[config.mk]
export PLATFORM = sky130hd
export DESIGN_NAME = sorted_priority_queue_unit
export DESIGN_NICKNAME = d
export VERILOG_FILES = /design/src/sv/spq_pkg.sv /design/src/sv/sorted_priority_queue_unit.sv /design/src/sv/spq_cell.sv
export SDC_FILE = /design/constraint.sdc
export NUM_CORES = 1
export LEC_CHECK = 0
export ABC_CLOCK_PERIOD_IN_PS = 7800
export BUFFER_PORTS_ARGS = -buffer_cell sky130_fd_sc_hd__buf_2
export CORE_UTILIZATION = 60
export CTS_CLUSTER_SIZE = 20
export DETAILED_ROUTE_END_ITERATION = 10
export PLACE_DENSITY = 0.77
export SYNTH_ARGS = -nofsm -noshare
export SYNTH_HDL_FRONTEND = slang
export SYNTH_SLANG_ARGS = --single-unit
[constraint.sdc]
create_clock -name i_clk -period 7.8 [get_ports i_clk]
set_clock_uncertainty 0.05 [all_clocks]
set_input_delay 1.56 -clock i_clk [delete_from_list [all_inputs] [get_ports i_clk]]
set_output_delay 1.56 -clock i_clk [all_outputs]
set_load 0.05 [all_outputs]
[src/sv/spq_pkg.sv]
// Shared types and codes for the sorted priority queue.
// No dependencies; imported by spq_cell, sorted_priority_queue_unit, spq_checker and tb.
package spq_pkg;

    localparam int QUEUE_DEPTH_DEF   = 16;
    localparam int DATA_BITS_DEF     = 16;
    localparam int PRIORITY_BITS_DEF = 8;

    localparam logic OP_PUSH = 1'b0;
    localparam logic OP_POP  = 1'b1;

    typedef logic [1:0] t_status;

    localparam t_status ST_PUSHED = 2'd0;
    localparam t_status ST_POPPED = 2'd1;
    localparam t_status ST_EMPTY  = 2'd2;
    localparam t_status ST_FULL   = 2'd3;

    // Broadcast to every cell; at most one is set in a cycle
    typedef struct packed {
        logic push;
        logic pop;
    } t_cell_ctrl;

endpackage

[src/sv/sorted_priority_queue_unit.sv]
// Sorted priority queue: a chain of compare-and-shift cells, head at cell 0.
// The result strobe rises in the cycle after start is taken.
// Throughput: one push or pop per cycle; each cell settles its slot in a single
// compare and shift, so busy stays low.
// Reset (i_rst_n low, synchronous) empties the queue and clears the strobe;
// slot contents are left as they are. Results cannot be stalled.
module sorted_priority_queue_unit #(
    parameter int QUEUE_DEPTH   = spq_pkg::QUEUE_DEPTH_DEF,
    parameter int DATA_BITS     = spq_pkg::DATA_BITS_DEF,
    parameter int PRIORITY_BITS = spq_pkg::PRIORITY_BITS_DEF,
    parameter int CNT_BITS      = $clog2(QUEUE_DEPTH + 1)
) (
    input  logic                     i_clk,
    input  logic                     i_rst_n,
    input  logic                     start,
    output logic                     busy,
    input  logic                     i_operation,
    input  logic [DATA_BITS-1:0]     i_item_data,
    input  logic [PRIORITY_BITS-1:0] i_item_priority,
    output logic                     o_result_valid,
    output spq_pkg::t_status         o_status,
    output logic [DATA_BITS-1:0]     o_out_data,
    output logic [PRIORITY_BITS-1:0] o_out_priority,
    output logic [CNT_BITS-1:0]      o_occupancy
);
    import spq_pkg::*;

    localparam logic [CNT_BITS-1:0] FULL_COUNT = CNT_BITS'(QUEUE_DEPTH);

    logic [CNT_BITS-1:0]      r_count;
    logic [CNT_BITS-1:0]      n_count;
    logic                     r_result_valid;
    t_status                  r_status;
    t_status                  n_status;
    logic [DATA_BITS-1:0]     r_out_data;
    logic [DATA_BITS-1:0]     n_out_data;
    logic [PRIORITY_BITS-1:0] r_out_prio;
    logic [PRIORITY_BITS-1:0] n_out_prio;

    logic                     take;
    logic                     is_full;
    logic                     is_empty;
    t_cell_ctrl               ctrl;

    logic                     w_keep [QUEUE_DEPTH];
    logic [DATA_BITS-1:0]     w_data [QUEUE_DEPTH];
    logic [PRIORITY_BITS-1:0] w_prio [QUEUE_DEPTH];

    assign busy     = 1'b0;
    assign take     = start && !busy;
    assign is_full  = (r_count == FULL_COUNT);
    assign is_empty = (r_count == '0);

    // Drop a push into a full queue and a pop on an empty one
    assign ctrl.push = take && (i_operation == OP_PUSH) && !is_full;
    assign ctrl.pop  = take && (i_operation == OP_POP) && !is_empty;

    for (genvar gi = 0; gi < QUEUE_DEPTH; gi++) begin : g_cell
        logic                     prev_keep;
        logic [DATA_BITS-1:0]     prev_data;
        logic [PRIORITY_BITS-1:0] prev_prio;
        logic [DATA_BITS-1:0]     next_data;
        logic [PRIORITY_BITS-1:0] next_prio;

        if (gi == 0) begin : g_head
            assign prev_keep = 1'b1;
            assign prev_data = i_item_data;
            assign prev_prio = i_item_priority;
        end else begin : g_body
            assign prev_keep = w_keep[gi-1];
            assign prev_data = w_data[gi-1];
            assign prev_prio = w_prio[gi-1];
        end

        if (gi == QUEUE_DEPTH - 1) begin : g_tail
            assign next_data = w_data[gi];
            assign next_prio = w_prio[gi];
        end else begin : g_inner
            assign next_data = w_data[gi+1];
            assign next_prio = w_prio[gi+1];
        end

        spq_cell #(
            .DATA_BITS     (DATA_BITS),
            .PRIORITY_BITS (PRIORITY_BITS)
        ) u_cell (
            .i_clk       (i_clk),
            .i_ctrl      (ctrl),
            .i_valid     (CNT_BITS'(gi) < r_count),
            .i_new_data  (i_item_data),
            .i_new_prio  (i_item_priority),
            .i_prev_keep (prev_keep),
            .i_prev_data (prev_data),
            .i_prev_prio (prev_prio),
            .i_next_data (next_data),
            .i_next_prio (next_prio),
            .o_keep      (w_keep[gi]),
            .o_data      (w_data[gi]),
            .o_prio      (w_prio[gi])
        );
    end

    always_comb begin
        n_count    = r_count;
        n_status   = ST_PUSHED;
        n_out_data = '0;
        n_out_prio = '0;
        if (i_operation == OP_PUSH) begin
            if (is_full) begin
                n_status = ST_FULL;
            end else begin
                n_count = r_count + 1'b1;
            end
        end else if (is_empty) begin
            n_status = ST_EMPTY;
        end else begin
            n_status   = ST_POPPED;
            n_out_data = w_data[0];
            n_out_prio = w_prio[0];
            n_count    = r_count - 1'b1;
        end
    end

    always_ff @(posedge i_clk) begin
        if (!i_rst_n) begin
            r_count        <= '0;
            r_result_valid <= 1'b0;
        end else begin
            r_result_valid <= take;
            if (take) begin
                r_count <= n_count;
            end
        end
    end

    // Result payload; only meaningful while the strobe is high
    always_ff @(posedge i_clk) begin
        if (take) begin
            r_status   <= n_status;
            r_out_data <= n_out_data;
            r_out_prio <= n_out_prio;
        end
    end

    assign o_result_valid = r_result_valid;
    assign o_status       = r_status;
    assign o_out_data     = r_out_data;
    assign o_out_priority = r_out_prio;
    assign o_occupancy    = r_count;

endmodule

[src/sv/spq_cell.sv]
// One slot of the sorted chain: holds an entry, compares it with a pushed item
// and takes its content from itself, the new item or a neighbour. Uses spq_pkg.
module spq_cell #(
    parameter int DATA_BITS     = spq_pkg::DATA_BITS_DEF,
    parameter int PRIORITY_BITS = spq_pkg::PRIORITY_BITS_DEF
) (
    input  logic                     i_clk,
    input  spq_pkg::t_cell_ctrl      i_ctrl,
    input  logic                     i_valid,
    input  logic [DATA_BITS-1:0]     i_new_data,
    input  logic [PRIORITY_BITS-1:0] i_new_prio,
    input  logic                     i_prev_keep,
    input  logic [DATA_BITS-1:0]     i_prev_data,
    input  logic [PRIORITY_BITS-1:0] i_prev_prio,
    input  logic [DATA_BITS-1:0]     i_next_data,
    input  logic [PRIORITY_BITS-1:0] i_next_prio,
    output logic                     o_keep,
    output logic [DATA_BITS-1:0]     o_data,
    output logic [PRIORITY_BITS-1:0] o_prio
);
    import spq_pkg::*;

    logic [DATA_BITS-1:0]     r_data;
    logic [PRIORITY_BITS-1:0] r_prio;
    logic [DATA_BITS-1:0]     n_data;
    logic [PRIORITY_BITS-1:0] n_prio;

    // Stay in place when the stored entry ranks at or above the new one
    assign o_keep = i_valid && (r_prio >= i_new_prio);
    assign o_data = r_data;
    assign o_prio = r_prio;

    always_comb begin
        n_data = r_data;
        n_prio = r_prio;
        if (i_ctrl.push && !o_keep) begin
            if (i_prev_keep) begin
                n_data = i_new_data;
                n_prio = i_new_prio;
            end else begin
                n_data = i_prev_data;
                n_prio = i_prev_prio;
            end
        end else if (i_ctrl.pop) begin
            n_data = i_next_data;
            n_prio = i_next_prio;
        end
    end

    always_ff @(posedge i_clk) begin
        r_data <= n_data;
        r_prio <= n_prio;
    end

endmodule

==> impl_results.html, run 1 <==
<table>
<tr><th>Metric</th><th>Value</th></tr>
<tr><th colspan="2">Run status</th></tr>
<tr><td>Outcome</td><td>completed</td></tr>
<tr><th colspan="2">Job</th></tr>
<tr><td>Maximum capacitance violations</td><td>0</td></tr>
<tr><th colspan="2">Timing</th></tr>
<tr><td>Hold Worst Slack</td><td>0.499 ns</td></tr>
<tr><td>Clock period minus worst slack</td><td>between 5 and 6 ns</td></tr>
<tr><td>Total of endpoints with negative setup slack in the final report</td><td>0</td></tr>
<tr><td>RSZ-0062 raised after global routing</td><td>no</td></tr>
<tr><td>Number of hold violations in the final report</td><td>0</td></tr>
<tr><td>Pins over their slew limit</td><td>0</td></tr>
<tr><td>Least-Margin Pin Slew</td><td>1.30 ns</td></tr>
<tr><td>Final clock period utilization by the worst path</td><td>0.677</td></tr>
<tr><td>Worst Setup Slack, final</td><td>~2.5 ns</td></tr>
<tr><td>Relative slew slack</td><td>0.135</td></tr>
<tr><td>Maximum operating frequency</td><td>0.189 GHz</td></tr>
<tr><td>Setup TNS</td><td>0 ns</td></tr>
<tr><th colspan="2">Final layout</th></tr>
<tr><td>Final cell area excluding filler cells</td><td>0.0256 mm^2</td></tr>
<tr><td>Count of antenna diodes in the layout</td><td>0</td></tr>
<tr><td>Total of fill cells in the finished design</td><td>between 2,000 and 3,000</td></tr>
<tr><td>Post-layout util</td><td>0.675</td></tr>
<tr><td>Synthesis-to-layout area growth</td><td>9.65%</td></tr>
<tr><td>Layout net count</td><td>approximately 2,200</td></tr>
<tr><td>Share of cells above drive strength 1</td><td>0.117</td></tr>
<tr><td>Non-filler cells in the finished layout</td><td>2,594</td></tr>
<tr><th colspan="2">Placed design</th></tr>
<tr><td>Post-DP Area</td><td>0.0241 mm^2</td></tr>
<tr><td>Port Buffer Count</td><td>a little under 60</td></tr>
<tr><td>Worst slack at placement</td><td>2.06 ns</td></tr>
<tr><td>Gpl congestion</td><td>0.898</td></tr>
<tr><td>Count of placed standard cells including taps</td><td>approximately 2,500</td></tr>
<tr><td>Final HPWL from detailed placement</td><td>39,700 um</td></tr>
<tr><th colspan="2">Logic synthesis</th></tr>
<tr><td>Post-synthesis instance area</td><td>0.0234 mm^2</td></tr>
<tr><td>Most numerous cell types in the synthesized netlist</td><td>edfxtp_1, mux2i_1, a21oi_1</td></tr>
<tr><td>Cell with the most instances after synthesis</td><td>edfxtp_1</td></tr>
<tr><td>Commonest register cell after synthesis</td><td>edfxtp_1</td></tr>
<tr><td>Synth top area share</td><td>0.526</td></tr>
<tr><td>Yosys warns</td><td>0</td></tr>
<tr><td>Ranking of synthesized cells by area</td><td>edfxtp_1, mux2i_1, ha_1, a21oi_1, o21ai_0</td></tr>
<tr><td>Post-Syn Nets</td><td>between 2,000 and 2,500</td></tr>
<tr><td>Yosys top cell by area</td><td>edfxtp_1</td></tr>
<tr><td>Post-synthesis sequential area ratio</td><td>0.532</td></tr>
<tr><td>Number of distinct standard cells referenced by the synthesized netlist</td><td>64</td></tr>
<tr><td>Post-synthesis cell count</td><td>approximately 2,100</td></tr>
<tr><td>Post-synth EDFFs</td><td>between 400 and 500</td></tr>
<tr><td>Number of synthesized register bits</td><td>416</td></tr>
<tr><td>Mean instance size in the synthesized netlist</td><td>approximately 11 um^2</td></tr>
<tr><td>Async set-reset flop share out of synthesis</td><td>0</td></tr>
<tr><th colspan="2">Die</th></tr>
<tr><td>Count of pins on the block boundary</td><td>61</td></tr>
<tr><td>Y dimension of the die</td><td>199 um</td></tr>
<tr><td>Die span in x</td><td>199 um</td></tr>
<tr><td>Area of the placeable core</td><td>0.0380 mm^2</td></tr>
<tr><td>Initial cell density of the core</td><td>0.615</td></tr>
<tr><td>Core Rows</td><td>between 70 and 80</td></tr>
<tr><td>Die Area</td><td>0.0398 mm^2</td></tr>
<tr><th colspan="2">Routing</th></tr>
<tr><td>Number of optimization iterations in the first detailed-route pass</td><td>6</td></tr>
<tr><td>Final routed wirelength across all metal layers</td><td>roughly 60,000 um</td></tr>
<tr><td>Number of remaining DRC errors</td><td>0</td></tr>
<tr><td>Starting DRC count in detailed routing</td><td>approximately 1,700</td></tr>
<tr><td>Via Count</td><td>16,600</td></tr>
<tr><td>Remaining antenna violation count after routing</td><td>0</td></tr>
<tr><td>Detailed-route vias per instance</td><td>6.40</td></tr>
<tr><td>Post-detailed-route wirelength per cell</td><td>23.1 um</td></tr>
<tr><th colspan="2">Clock network</th></tr>
<tr><td>Clock input transition at the sequential cells of the worst setup and hold paths</td><td>0.06 ns</td></tr>
<tr><td>Post-CTS Hold Buffers</td><td>0</td></tr>
<tr><td>Number of resized instances in the post-cts repair step</td><td>0</td></tr>
<tr><td>Maximum count of clock buffers along a single path</td><td>3</td></tr>
<tr><td>Level count of the clock H-tree</td><td>2</td></tr>
<tr><td>Root buffer cell</td><td>clkbuf_16</td></tr>
<tr><td>Post-CTS Repair Setup Buffers</td><td>0</td></tr>
<tr><td>Source-to-sink clock delay at the later pin of the worst-skew pair</td><td>0.59 ns</td></tr>
<tr><td>TritonCTS Buffers</td><td>46</td></tr>
<tr><td>CTS tree</td><td>yes</td></tr>
<tr><td>Count of clock tree sinks</td><td>416</td></tr>
<tr><th colspan="2">Critical path</th></tr>
<tr><td>Combined buffer and inverter count along the critical path</td><td>3</td></tr>
<tr><td>Top fanout value on the critical path</td><td>40</td></tr>
<tr><td>Worst Setup Start Kind</td><td>input port</td></tr>
<tr><td>Crit path capture type</td><td>flop</td></tr>
<tr><td>Data required time of the critical path</td><td>7.94 ns</td></tr>
<tr><td>Slowest cell on the critical path</td><td>o21ai_2</td></tr>
<tr><td>Critical setup path kind</td><td>input port to flop</td></tr>
<tr><td>Ordered cell list for the critical path</td><td>buf_2, inv_1, ha_1, a211o_1, a31oi_1, nor3_1, o32a_2, buf_4, o21ai_2</td></tr>
<tr><td>Largest stage delay on the critical path</td><td>0.99 ns</td></tr>
<tr><td>Largest delay share family, worst path</td><td>compound AO/OA/AOI/OAI gates</td></tr>
<tr><td>Critical path arrival</td><td>around 5.4 ns</td></tr>
<tr><th colspan="2">Worst hold path</th></tr>
<tr><td>Type of the worst min-delay path</td><td>flop to flop</td></tr>
<tr><th colspan="2">Power and ir drop</th></tr>
<tr><td>Static leakage</td><td>around 10 nW</td></tr>
<tr><td>Worst ir drop on vdd</td><td>about 230 uV</td></tr>
<tr><td>Post-layout total power</td><td>7.06 mW</td></tr>
<tr><td>Cell Pwr Density</td><td>about 280 mW/mm^2</td></tr>
<tr><th colspan="2">GRT</th></tr>
<tr><td>Wire length of the first global-routing pass</td><td>93,900 um</td></tr>
<tr><td>Total GRT Usage</td><td>0.310</td></tr>
<tr><td>Largest net degree at the start of global routing</td><td>50</td></tr>
<tr><td>Vias in the first global route</td><td>about 16,000</td></tr>
<tr><td>Number of antenna violations at the first check in global routing</td><td>0</td></tr>
<tr><td>Grt total ovfl</td><td>0</td></tr>
</table>
kinds of logic (layout without fill, tap and decap cells):
kind of cell | count (synthesis) | after routing | synth area share
AO/OA/AOI/OAI | 499 | 499 | 0.126
XOR/XNOR | 6 | 6 | 0.00225
adder cells (fa/ha/maj) | 132 | 132 | 0.0706
buffers and inverters | 176 | 206 | 0.0318
flip-flops | 416 | 416 | 0.532
multiplexers | 347 | 347 | 0.151
other | 1 | 1 | 0.000160
AND/OR/NAND/NOR | 476 | 476 | 0.0866
registers in the layout, summed over array words and instances (netlist names):
signal / flops
g_cell.u_cell.o_data: 256
o_out_priority: 8
o_occupancy: 5
g_cell.u_cell.o_prio: 128
o_result_valid: 1
o_status: 2
o_out_data: 16
worst paths after layout:
kind	end	slack, ns	from	depth (start not counted)
setup / recovery	g_cell[6].u_cell.o_data[2]$_DFFE_PP_	2.52	i_item_priority[2]	9
hold / removal	o_out_data[2]$_SDFFCE_PP0P_	0.50	g_cell[0].u_cell.o_data[2]$_DFFE_PP_	1
setup reg to reg	g_cell[6].u_cell.o_data[0]$_DFFE_PP_	3.68	o_occupancy[1]$_SDFFE_PN0P_	7
hold reg to reg	o_out_data[2]$_SDFFCE_PP0P_	0.50	g_cell[0].u_cell.o_data[2]$_DFFE_PP_	1
metal layers:
layer	GRT usage	part of all wire
met5	0	0
met4	0.111	0.030
met3	0.0432	0.082
met2	0.480	0.45
met1	0.447	0.44
final cells by class:
cell class,instances,area (um^2),share of cell area
Timing Repair Buffer,96,573,0.0223
Inverter,28,105,0.00410
Clock buffer,50,1170,0.0455
Multi-Input combinational cell,1461,10400,0.405
Tap cell,511,639,0.0249
Sequential cell,416,12400,0.485
Clock inverter,32,350,0.0137
cells in the final DEF, fill, tap and decap left out, types with 4 or more instances in the layout:
| master | Yosys | final |
|---|---|---|
| edfxtp_1 | 410 | 410 |
| mux2i_1 | 305 | 305 |
| a21oi_1 | 208 | 203 |
| nor2_1 | 199 | 195 |
| nand2_1 | 182 | 182 |
| o21ai_0 | 173 | 168 |
| ha_1 | 132 | 132 |
| buf_2 | 37 | 59 |
| clkbuf_16 | 0 | 46 |
| mux2_2 | 42 | 42 |
| buf_4 | 6 | 37 |
| and2_1 | 34 | 34 |
| inv_1 | 28 | 28 |
| o21bai_1 | 25 | 25 |
| o221a_1 | 20 | 20 |
| nand2b_1 | 20 | 19 |
| nand4_1 | 11 | 11 |
| clkinv_1 | 0 | 11 |
| clkinv_2 | 0 | 11 |
| a211oi_1 | 11 | 9 |
| a21o_1 | 8 | 8 |
| bufinv_16 | 0 | 7 |
| and3_1 | 6 | 6 |
| nor3_1 | 6 | 6 |
| o21ai_2 | 0 | 6 |
| dfxtp_1 | 6 | 6 |
| nor2b_1 | 5 | 5 |
| a21oi_4 | 0 | 5 |
| o21ai_1 | 6 | 5 |
| nor2_2 | 0 | 4 |
| o221a_2 | 4 | 4 |
| xnor2_1 | 4 | 4 |
| clkbuf_1 | 98 | 4 |
power by group:
group	switching (mW)	internal (mW)
logic	0.996	0.588
clock network	0.920	1.31
registers	0.265	2.98
Note: power is estimated with default switching activity, not from simulation.
==> run 2: changes to the inputs <==
--- a/config.mk
+++ b/config.mk
@@ -5,7 +5,7 @@
 export SDC_FILE = /design/constraint.sdc
 export NUM_CORES = 1
 export LEC_CHECK = 0
-export ABC_CLOCK_PERIOD_IN_PS = 7800
+export ABC_CLOCK_PERIOD_IN_PS = 5040
 export BUFFER_PORTS_ARGS = -buffer_cell sky130_fd_sc_hd__buf_2
 export CORE_UTILIZATION = 60
 export CTS_CLUSTER_SIZE = 20
==> constraint.sdc (replaced) <==
create_clock -name i_clk -period 5.04 [get_ports i_clk]
set_clock_uncertainty 0.05 [all_clocks]
set_input_delay 1.008 -clock i_clk [delete_from_list [all_inputs] [get_ports i_clk]]
set_output_delay 1.008 -clock i_clk [all_outputs]
set_load 0.05 [all_outputs]
==> run 2 against run 1 <==
Clock power is 47% higher; critical endpoint is now g_cell[2].u_cell.o_data[14]$_DFFE_PP_; power is 52% higher; non-clock buffer count is 29 higher.
==> impl_results.html, run 2 (same netlist as run 1, synthesis figures left out) <==
<table>
<tr><th>Metric</th><th>Value</th></tr>
<tr><th colspan="2">Placed design</th></tr>
<tr><td>Gpl congestion</td><td>0.884 (was 0.898)</td></tr>
<tr><td>Final HPWL from detailed placement</td><td>39,800 um (was 39,700 um)</td></tr>
<tr><td>Port Buffer Count</td><td>59 (unchanged)</td></tr>
<tr><th colspan="2">Critical path</th></tr>
<tr><td>Worst Setup Start Kind</td><td>input port (unchanged)</td></tr>
<tr><td>Top fanout value on the critical path</td><td>22 (was 40)</td></tr>
<tr><td>Critical path arrival</td><td>3.90 ns (was 5.42 ns)</td></tr>
<tr><td>Data required time of the critical path</td><td>5.23 ns (was 7.94 ns)</td></tr>
<tr><td>Critical setup path kind</td><td>input port to flop (unchanged)</td></tr>
<tr><td>Crit path capture type</td><td>flop (unchanged)</td></tr>
<tr><th colspan="2">Final layout</th></tr>
<tr><td>Number of flip-flops in the largest register</td><td>256 (unchanged)</td></tr>
<tr><td>Count of antenna diodes in the layout</td><td>0 (unchanged)</td></tr>
<tr><td>Layout net count</td><td>2,237 (was 2,209)</td></tr>
<tr><td>Commonest non-fill, non-tap cells in the layout</td><td>edfxtp_1, mux2i_1, a21oi_1 (unchanged)</td></tr>
<tr><td>Post-layout util</td><td>0.679 (was 0.675)</td></tr>
<tr><td>Share of cells above drive strength 1</td><td>0.126 (was 0.117)</td></tr>
<tr><td>Synthesis-to-layout area growth</td><td>10.4% (was 9.65%)</td></tr>
<tr><td>Most common cell after layout, fill and taps aside</td><td>edfxtp_1 (unchanged)</td></tr>
<tr><th colspan="2">Power and ir drop</th></tr>
<tr><td>Logic pwr share</td><td>0.231 (was 0.224)</td></tr>
<tr><td>Share of power burned in the clock network</td><td>0.305 (was 0.316)</td></tr>
<tr><td>Switching pwr</td><td>3.31 mW (was 2.18 mW)</td></tr>
<tr><td>Cell Pwr Density</td><td>416 mW/mm^2 (was 275 mW/mm^2)</td></tr>
<tr><td>Switching share of total power</td><td>0.308 (was 0.309)</td></tr>
<tr><td>Static leakage</td><td>10.1 nW (was 10.0 nW)</td></tr>
<tr><td>Flop pwr share</td><td>0.464 (was 0.460)</td></tr>
<tr><td>Worst ir drop on vdd</td><td>344 uV (was 226 uV)</td></tr>
<tr><td>Internal</td><td>7.43 mW (was 4.88 mW)</td></tr>
<tr><td>Post-layout total power</td><td>10.7 mW (was 7.06 mW)</td></tr>
<tr><th colspan="2">Die</th></tr>
<tr><td>Die span in x</td><td>199 um (unchanged)</td></tr>
<tr><td>Count of pins on the block boundary</td><td>61 (unchanged)</td></tr>
<tr><td>Initial cell density of the core</td><td>0.615 (unchanged)</td></tr>
<tr><td>Y dimension of the die</td><td>199 um (unchanged)</td></tr>
<tr><td>Die Area</td><td>0.0398 mm^2 (unchanged)</td></tr>
<tr><td>Core Rows</td><td>71 (unchanged)</td></tr>
<tr><td>Area of the placeable core</td><td>0.0380 mm^2 (unchanged)</td></tr>
<tr><th colspan="2">Run status</th></tr>
<tr><td>Outcome</td><td>completed (unchanged)</td></tr>
<tr><th colspan="2">Clock network</th></tr>
<tr><td>Number of resized instances in the post-cts repair step</td><td>0 (unchanged)</td></tr>
<tr><td>Post-CTS Hold Buffers</td><td>0 (unchanged)</td></tr>
<tr><td>Clock input transition at the sequential cells of the worst setup and hold paths</td><td>0.06 ns (about the same)</td></tr>
<tr><td>Post-CTS Repair Setup Buffers</td><td>0 (unchanged)</td></tr>
<tr><td>Root buffer cell</td><td>clkbuf_16 (unchanged)</td></tr>
<tr><td>Maximum count of clock buffers along a single path</td><td>3 (unchanged)</td></tr>
<tr><td>TritonCTS Buffers</td><td>45 (was 46)</td></tr>
<tr><td>Level count of the clock H-tree</td><td>2 (unchanged)</td></tr>
<tr><td>CTS tree</td><td>yes (unchanged)</td></tr>
<tr><td>Source-to-sink clock delay at the later pin of the worst-skew pair</td><td>0.60 ns (was 0.59 ns)</td></tr>
<tr><td>Count of clock tree sinks</td><td>416 (unchanged)</td></tr>
<tr><th colspan="2">GRT</th></tr>
<tr><td>Total GRT Usage</td><td>0.294 (was 0.310)</td></tr>
<tr><td>Largest net degree at the start of global routing</td><td>49 (was 50)</td></tr>
<tr><td>Grt total ovfl</td><td>0 (unchanged)</td></tr>
<tr><td>Vias in the first global route</td><td>16,400 (was 16,300)</td></tr>
<tr><td>Number of antenna violations at the first check in global routing</td><td>0 (unchanged)</td></tr>
<tr><td>Wire length of the first global-routing pass</td><td>89,900 um (was 93,900 um)</td></tr>
<tr><th colspan="2">Routing</th></tr>
<tr><td>Wire length on met1</td><td>25,600 um (was 26,000 um)</td></tr>
<tr><td>Uppermost signal routing layer after detailed routing</td><td>met4 (unchanged)</td></tr>
<tr><td>Number of remaining DRC errors</td><td>0 (unchanged)</td></tr>
<tr><td>Met3 wirelength from detailed routing</td><td>4050 um (was 4890 um)</td></tr>
<tr><td>Detailed-route vias per instance</td><td>6.29 (was 6.40)</td></tr>
<tr><td>Via Count</td><td>16,500 (was 16,600)</td></tr>
<tr><td>Final routed wirelength across all metal layers</td><td>57,300 um (was 59,800 um)</td></tr>
<tr><td>Post-detailed-route wirelength per cell</td><td>21.9 um (was 23.1 um)</td></tr>
<tr><td>Met2 Routed Length</td><td>26,200 um (was 27,100 um)</td></tr>
<tr><td>Starting DRC count in detailed routing</td><td>1,280 (was 1,738)</td></tr>
<tr><td>Number of optimization iterations in the first detailed-route pass</td><td>5 (was 6)</td></tr>
<tr><td>Remaining antenna violation count after routing</td><td>0 (unchanged)</td></tr>
<tr><th colspan="2">Timing</th></tr>
<tr><td>Total of endpoints with negative setup slack in the final report</td><td>0 (unchanged)</td></tr>
<tr><td>Number of hold violations in the final report</td><td>0 (unchanged)</td></tr>
<tr><td>RSZ-0062 raised after global routing</td><td>no (unchanged)</td></tr>
<tr><td>Final clock period utilization by the worst path</td><td>0.737</td></tr>
<tr><td>Clock period minus worst slack</td><td>3.71 ns</td></tr>
<tr><td>Pins over their slew limit</td><td>0 (unchanged)</td></tr>
<tr><td>Relative slew slack</td><td>0.236 (was 0.135)</td></tr>
<tr><td>Setup TNS</td><td>0 ns (unchanged)</td></tr>
<tr><td>Maximum operating frequency</td><td>about 0.27 GHz</td></tr>
<tr><td>Hold Worst Slack</td><td>0.505 ns (was 0.499 ns)</td></tr>
<tr><td>Least-Margin Pin Slew</td><td>1.15 ns (was 1.30 ns)</td></tr>
<tr><th colspan="2">Job</th></tr>
<tr><td>Maximum capacitance violations</td><td>0 (unchanged)</td></tr>
<tr><th colspan="2">Worst hold path</th></tr>
<tr><td>Type of the worst min-delay path</td><td>flop to flop (unchanged)</td></tr>
</table>
## run 2: area by class of cell
type	count	area, um^2
sequential	416	12400
fill	2882	12200
multi-input combinational	1461	10400
clock buffer	58	1190
timing repair buffer	125	816
tap	511	639
clock inverter	23	262
inverter	28	105
## run 2: power by group through the flow
stage / Combinational (mW) / Sequential [mW] / Clock [mW]
floorplan: 1.71 / 4.98 / 0
global placement: 2.34 / 5.03 / 0
detailed placement: 2.45 / 5.04 / 0
CTS: 2.47 / 4.98 / 3.31
global route: 2.73 / 5.04 / 3.44
finish: 2.48 / 4.99 / 3.27
## run 2: path summary, 6_finish.rpt
path	cells after the start	end	slack, ns	from
min reg2reg	1	o_out_data[5]$_SDFFCE_PP0P_	0.50	g_cell[0].u_cell.o_data[5]$_DFFE_PP_
min	1	o_out_data[5]$_SDFFCE_PP0P_	0.50	g_cell[0].u_cell.o_data[5]$_DFFE_PP_
max	9	g_cell[2].u_cell.o_data[14]$_DFFE_PP_	1.33	i_item_priority[1]
max reg2reg	6	g_cell[6].u_cell.o_prio[1]$_DFFE_PP_	1.54	o_occupancy[1]$_SDFFE_PN0P_
## run 2: layer usage
metal	global-route usage	vias to the layer above
met5	0	-
li1	-	7684
met4	0.0902	0
met2	0.465	586
met3	0.0452	95
met1	0.417	8138
## run 2: critical path, stage by stage
cell and delay [ns]:
buf_2 0.31, inv_1 0.28, ha_1 0.39, nor2b_1 0.16
o211a_1 0.20, a211oi_1 0.76, o311ai_2 0.20, nand2_1 0.17
buf_4 0.37
## run 2: through the flow
| stage | setup slack [ns] | std cells | area (um^2) |
|---|---|---|---|
| 3_5_place_dp | 0.748 | 2541 | 24400 |
| 3_3_place_gp | 0.825 | 2541 | 24400 |
| 4_1_cts | 1.38 | 2622 | 25800 |
| 6_report | 1.33 | 2622 | 25800 |
| 2_1_floorplan | 0.151 | 2053 | 23400 |
| 5_1_grt | 1.17 | 2622 | 25800 |
==> run 3: changes to the inputs <==
--- a/config.mk
+++ b/config.mk
@@ -5,9 +5,9 @@
 export SDC_FILE = /design/constraint.sdc
 export NUM_CORES = 1
 export LEC_CHECK = 0
-export ABC_CLOCK_PERIOD_IN_PS = 5040
+export ABC_CLOCK_PERIOD_IN_PS = 3200
 export BUFFER_PORTS_ARGS = -buffer_cell sky130_fd_sc_hd__buf_2
-export CORE_UTILIZATION = 60
+export CORE_UTILIZATION = 57
 export CTS_CLUSTER_SIZE = 20
 export DETAILED_ROUTE_END_ITERATION = 10
 export PLACE_DENSITY = 0.77
==> constraint.sdc (replaced) <==
create_clock -name i_clk -period 3.2 [get_ports i_clk]
set_clock_uncertainty 0.05 [all_clocks]
set_input_delay 0.64 -clock i_clk [delete_from_list [all_inputs] [get_ports i_clk]]
set_output_delay 0.64 -clock i_clk [all_outputs]
set_load 0.05 [all_outputs]
==> run 3 against run 2 <==
Highest routed layer unchanged; flip-flop and latch count stayed put; utilization shrank 1.2 points; critical path type is now flop to flop; die area is 5.2% higher; first-iteration DRC count is 9.2% higher; register-to-register slack lost 1.1 ns; largest cell class unchanged; via count shrank 0.32%.
==> impl_results.html, run 3 (same netlist as run 1, synthesis figures left out) <==
<table>
<tr><th>Metric</th><th>Value</th></tr>
<tr><th colspan="2">Run status</th></tr>
<tr><td>Outcome</td><td>completed (unchanged)</td></tr>
<tr><th colspan="2">Routing</th></tr>
<tr><td>Detailed-route vias per instance</td><td>6.13 (was 6.29)</td></tr>
<tr><td>Starting DRC count in detailed routing</td><td>1,398 (was 1,280)</td></tr>
<tr><td>Via Count</td><td>16,500 (about the same)</td></tr>
<tr><td>Final routed wirelength across all metal layers</td><td>56,400 um (was 57,300 um)</td></tr>
<tr><td>Number of optimization iterations in the first detailed-route pass</td><td>5 (unchanged)</td></tr>
<tr><td>Uppermost signal routing layer after detailed routing</td><td>met4 (unchanged)</td></tr>
<tr><td>Number of remaining DRC errors</td><td>0 (unchanged)</td></tr>
<tr><td>Wire length on met1</td><td>25,000 um (was 25,600 um)</td></tr>
<tr><td>Post-detailed-route wirelength per cell</td><td>21.0 um (was 21.9 um)</td></tr>
<tr><td>Remaining antenna violation count after routing</td><td>0 (unchanged)</td></tr>
<tr><td>Met3 wirelength from detailed routing</td><td>3290 um (was 4050 um)</td></tr>
<tr><td>Met2 Routed Length</td><td>26,300 um (was 26,200 um)</td></tr>
<tr><th colspan="2">Critical path</th></tr>
<tr><td>Ordered cell list for the critical path</td><td>inv_1, ha_1, a311o_2, or3_1, buf_12, o221a_2 (was buf_2, inv_1, ha_1, nor2b_1, o211a_1, a211oi_1, o311ai_2, nand2_1, buf_4)</td></tr>
<tr><td>Worst Setup Start Kind</td><td>flop (was input port)</td></tr>
<tr><td>Critical path arrival</td><td>3.07 ns (was 3.90 ns)</td></tr>
<tr><td>Crit path capture type</td><td>flop (unchanged)</td></tr>
<tr><td>Slowest cell on the critical path</td><td>a311o_2 (was a211oi_1)</td></tr>
<tr><td>Data required time of the critical path</td><td>3.47 ns (was 5.23 ns)</td></tr>
<tr><td>Internal reg-to-reg setup slack</td><td>0.40 ns (was 1.54 ns)</td></tr>
<tr><td>Critical setup path kind</td><td>flop to flop (was input port to flop)</td></tr>
<tr><td>Largest stage delay on the critical path</td><td>0.60 ns (was 0.76 ns)</td></tr>
<tr><td>R2R depth</td><td>6 (unchanged)</td></tr>
<tr><td>Reg2Reg Launch Point</td><td>o_occupancy[0]$_SDFFE_PN0P_ (was o_occupancy[1]$_SDFFE_PN0P_)</td></tr>
<tr><td>Critical R2R Capture</td><td>g_cell[6].u_cell.o_data[0]$_DFFE_PP_ (was g_cell[6].u_cell.o_prio[1]$_DFFE_PP_)</td></tr>
<tr><td>Top fanout value on the critical path</td><td>24 (was 22)</td></tr>
<tr><th colspan="2">GRT</th></tr>
<tr><td>Vias in the first global route</td><td>16,400 (about the same)</td></tr>
<tr><td>Wire length of the first global-routing pass</td><td>90,700 um (was 89,900 um)</td></tr>
<tr><td>Total GRT Usage</td><td>0.275 (was 0.294)</td></tr>
<tr><td>Largest net degree at the start of global routing</td><td>49 (unchanged)</td></tr>
<tr><td>Grt total ovfl</td><td>0 (unchanged)</td></tr>
<tr><td>Number of antenna violations at the first check in global routing</td><td>0 (unchanged)</td></tr>
<tr><th colspan="2">Clock network</th></tr>
<tr><td>Count of clock tree sinks</td><td>416 (unchanged)</td></tr>
<tr><td>Post-CTS Repair Setup Buffers</td><td>0 (unchanged)</td></tr>
<tr><td>Level count of the clock H-tree</td><td>2 (unchanged)</td></tr>
<tr><td>Source-to-sink clock delay at the later pin of the worst-skew pair</td><td>0.57 ns (was 0.60 ns)</td></tr>
<tr><td>Post-CTS Hold Buffers</td><td>0 (unchanged)</td></tr>
<tr><td>Maximum count of clock buffers along a single path</td><td>3 (unchanged)</td></tr>
<tr><td>TritonCTS Buffers</td><td>45 (unchanged)</td></tr>
<tr><td>Root buffer cell</td><td>clkbuf_16 (unchanged)</td></tr>
<tr><td>CTS tree</td><td>yes (unchanged)</td></tr>
<tr><td>Clock input transition at the sequential cells of the worst setup and hold paths</td><td>0.06 ns (about the same)</td></tr>
<tr><td>Number of resized instances in the post-cts repair step</td><td>0 (unchanged)</td></tr>
<tr><th colspan="2">Final layout</th></tr>
<tr><td>Layout net count</td><td>2,285 (was 2,237)</td></tr>
<tr><td>Most common cell after layout, fill and taps aside</td><td>edfxtp_1 (unchanged)</td></tr>
<tr><td>Number of flip-flops in the largest register</td><td>256 (unchanged)</td></tr>
<tr><td>Commonest non-fill, non-tap cells in the layout</td><td>edfxtp_1, mux2i_1, a21oi_1 (unchanged)</td></tr>
<tr><td>Count of antenna diodes in the layout</td><td>0 (unchanged)</td></tr>
<tr><td>Final cell area excluding filler cells</td><td>0.0267 mm^2 (was 0.0258 mm^2)</td></tr>
<tr><td>Synthesis-to-layout area growth</td><td>14.3% (was 10.4%)</td></tr>
<tr><td>Share of cells above drive strength 1</td><td>0.149 (was 0.126)</td></tr>
<tr><td>Post-layout util</td><td>0.667 (was 0.679)</td></tr>
<tr><th colspan="2">Power and ir drop</th></tr>
<tr><td>Share of power burned in the clock network</td><td>0.297 (was 0.305)</td></tr>
<tr><td>Cell Pwr Density</td><td>642 mW/mm^2 (was 416 mW/mm^2)</td></tr>
<tr><td>Static leakage</td><td>10.5 nW (was 10.1 nW)</td></tr>
<tr><td>Switching share of total power</td><td>0.303 (was 0.308)</td></tr>
<tr><td>Worst ir drop on vdd</td><td>412 uV (was 344 uV)</td></tr>
<tr><td>Logic pwr share</td><td>0.247 (was 0.231)</td></tr>
<tr><td>Internal</td><td>12.0 mW (was 7.43 mW)</td></tr>
<tr><td>Flop pwr share</td><td>0.456 (was 0.464)</td></tr>
<tr><td>Switching pwr</td><td>5.21 mW (was 3.31 mW)</td></tr>
<tr><th colspan="2">Timing</th></tr>
<tr><td>Final clock period utilization by the worst path</td><td>0.874</td></tr>
<tr><td>Maximum operating frequency</td><td>0.357 GHz</td></tr>
<tr><td>Number of hold violations in the final report</td><td>0 (unchanged)</td></tr>
<tr><td>Least-Margin Pin Slew</td><td>0.899 ns (was 1.15 ns)</td></tr>
<tr><td>Pins over their slew limit</td><td>0 (unchanged)</td></tr>
<tr><td>Relative slew slack</td><td>0.394 (was 0.236)</td></tr>
<tr><td>Clock period minus worst slack</td><td>2.80 ns</td></tr>
<tr><td>RSZ-0062 raised after global routing</td><td>no (unchanged)</td></tr>
<tr><td>Total of endpoints with negative setup slack in the final report</td><td>0 (unchanged)</td></tr>
<tr><td>Setup TNS</td><td>0 ns (unchanged)</td></tr>
<tr><th colspan="2">Worst hold path</th></tr>
<tr><td>Hold-critical path depth</td><td>2 (was 1)</td></tr>
<tr><td>Min-delay src</td><td>i_rst_n (was g_cell[0].u_cell.o_data[5]$_DFFE_PP_)</td></tr>
<tr><td>Type of the worst min-delay path</td><td>input port to flop (was flop to flop)</td></tr>
<tr><td>Min-Delay Endpoint</td><td>o_occupancy[0]$_SDFFE_PN0P_ (was o_out_data[5]$_SDFFCE_PP0P_)</td></tr>
<tr><th colspan="2">Die</th></tr>
<tr><td>Core Rows</td><td>73 (was 71)</td></tr>
<tr><td>Die span in x</td><td>205 um (was 199 um)</td></tr>
<tr><td>Die Area</td><td>0.0418 mm^2 (was 0.0398 mm^2)</td></tr>
<tr><td>Area of the placeable core</td><td>0.0401 mm^2 (was 0.0380 mm^2)</td></tr>
<tr><td>Y dimension of the die</td><td>205 um (was 199 um)</td></tr>
<tr><td>Initial cell density of the core</td><td>0.583 (was 0.615)</td></tr>
<tr><td>Count of pins on the block boundary</td><td>61 (unchanged)</td></tr>
<tr><th colspan="2">Placed design</th></tr>
<tr><td>Post-DP Area</td><td>0.0253 mm^2 (was 0.0244 mm^2)</td></tr>
<tr><td>Final HPWL from detailed placement</td><td>40,900 um (was 39,800 um)</td></tr>
<tr><td>Gpl congestion</td><td>0.893 (was 0.884)</td></tr>
<tr><td>Port Buffer Count</td><td>59 (unchanged)</td></tr>
<tr><th colspan="2">Job</th></tr>
<tr><td>Maximum capacitance violations</td><td>0 (unchanged)</td></tr>
</table>
## run 3: stage by stage
step	power, mW	hold slack (ns)	setup WS [ns]	std cells
floorplan	10.6	0.466	-0.269	2053
global placement	11.9	0.499	0.0528	2603
detailed placement	12.1	0.491	-0.0604	2603
CTS	17.2	0.286	0.420	2683
global route	17.9	0.321	0.240	2683
finish	17.2	0.320	0.402	2683
## run 3: critical path, delay by kind of cell, from the launching register on
| family | cells | cell delay (ns) |
|---|---|---|
| compound gates | 2 | 0.87 |
| fa+ha+maj | 1 | 0.29 |
| buf+inv | 2 | 0.33 |
| flops | 1 | 0.52 |
| simple gates | 1 | 0.48 |
## run 3: cell type report
class	instances	area, um^2
Tap cell	525	657
Clock inverter	26	249
Fill cell	2894	13400
Timing Repair Buffer	173	1690
Multi-Input combinational cell	1461	10400
Clock buffer	54	1160
Inverter	28	109
Sequential cell	416	12400
## run 3: power by group through the flow
stage / registers (mW) / logic [mW] / clock network [mW]
floorplan: 7.83 / 2.72 / 0
global placement: 7.89 / 3.98 / 0
detailed placement: 7.93 / 4.18 / 0
CTS: 7.82 / 4.22 / 5.17
global route: 7.91 / 4.64 / 5.37
finish: 7.83 / 4.24 / 5.11
## run 3: layer usage
metal  global-route usage  vias up
li1                     -     7777
met1                0.387     8028
met2                0.440      538
met3               0.0329      108
met4                0.100        0
met5                    0        -
## run 3: worst max path at each step
stage / start / end / depth (start not counted)
4_1_cts: g_cell[0].u_cell.o_prio[0]$_DFFE_PP_ / g_cell[1].u_cell.o_data[8]$_DFFE_PP_ / 9
3_3_place_gp: i_item_priority[2] / g_cell[11].u_cell.o_prio[5]$_DFFE_PP_ / 11
6_report: o_occupancy[0]$_SDFFE_PN0P_ / g_cell[6].u_cell.o_data[0]$_DFFE_PP_ / 6
5_1_grt: g_cell[13].u_cell.o_prio[1]$_DFFE_PP_ / g_cell[13].u_cell.o_data[13]$_DFFE_PP_ / 8
3_5_place_dp: i_item_priority[0] / g_cell[13].u_cell.o_prio[5]$_DFFE_PP_ / 10
2_1_floorplan: i_item_priority[1] / g_cell[11].u_cell.o_data[0]$_DFFE_PP_ / 8
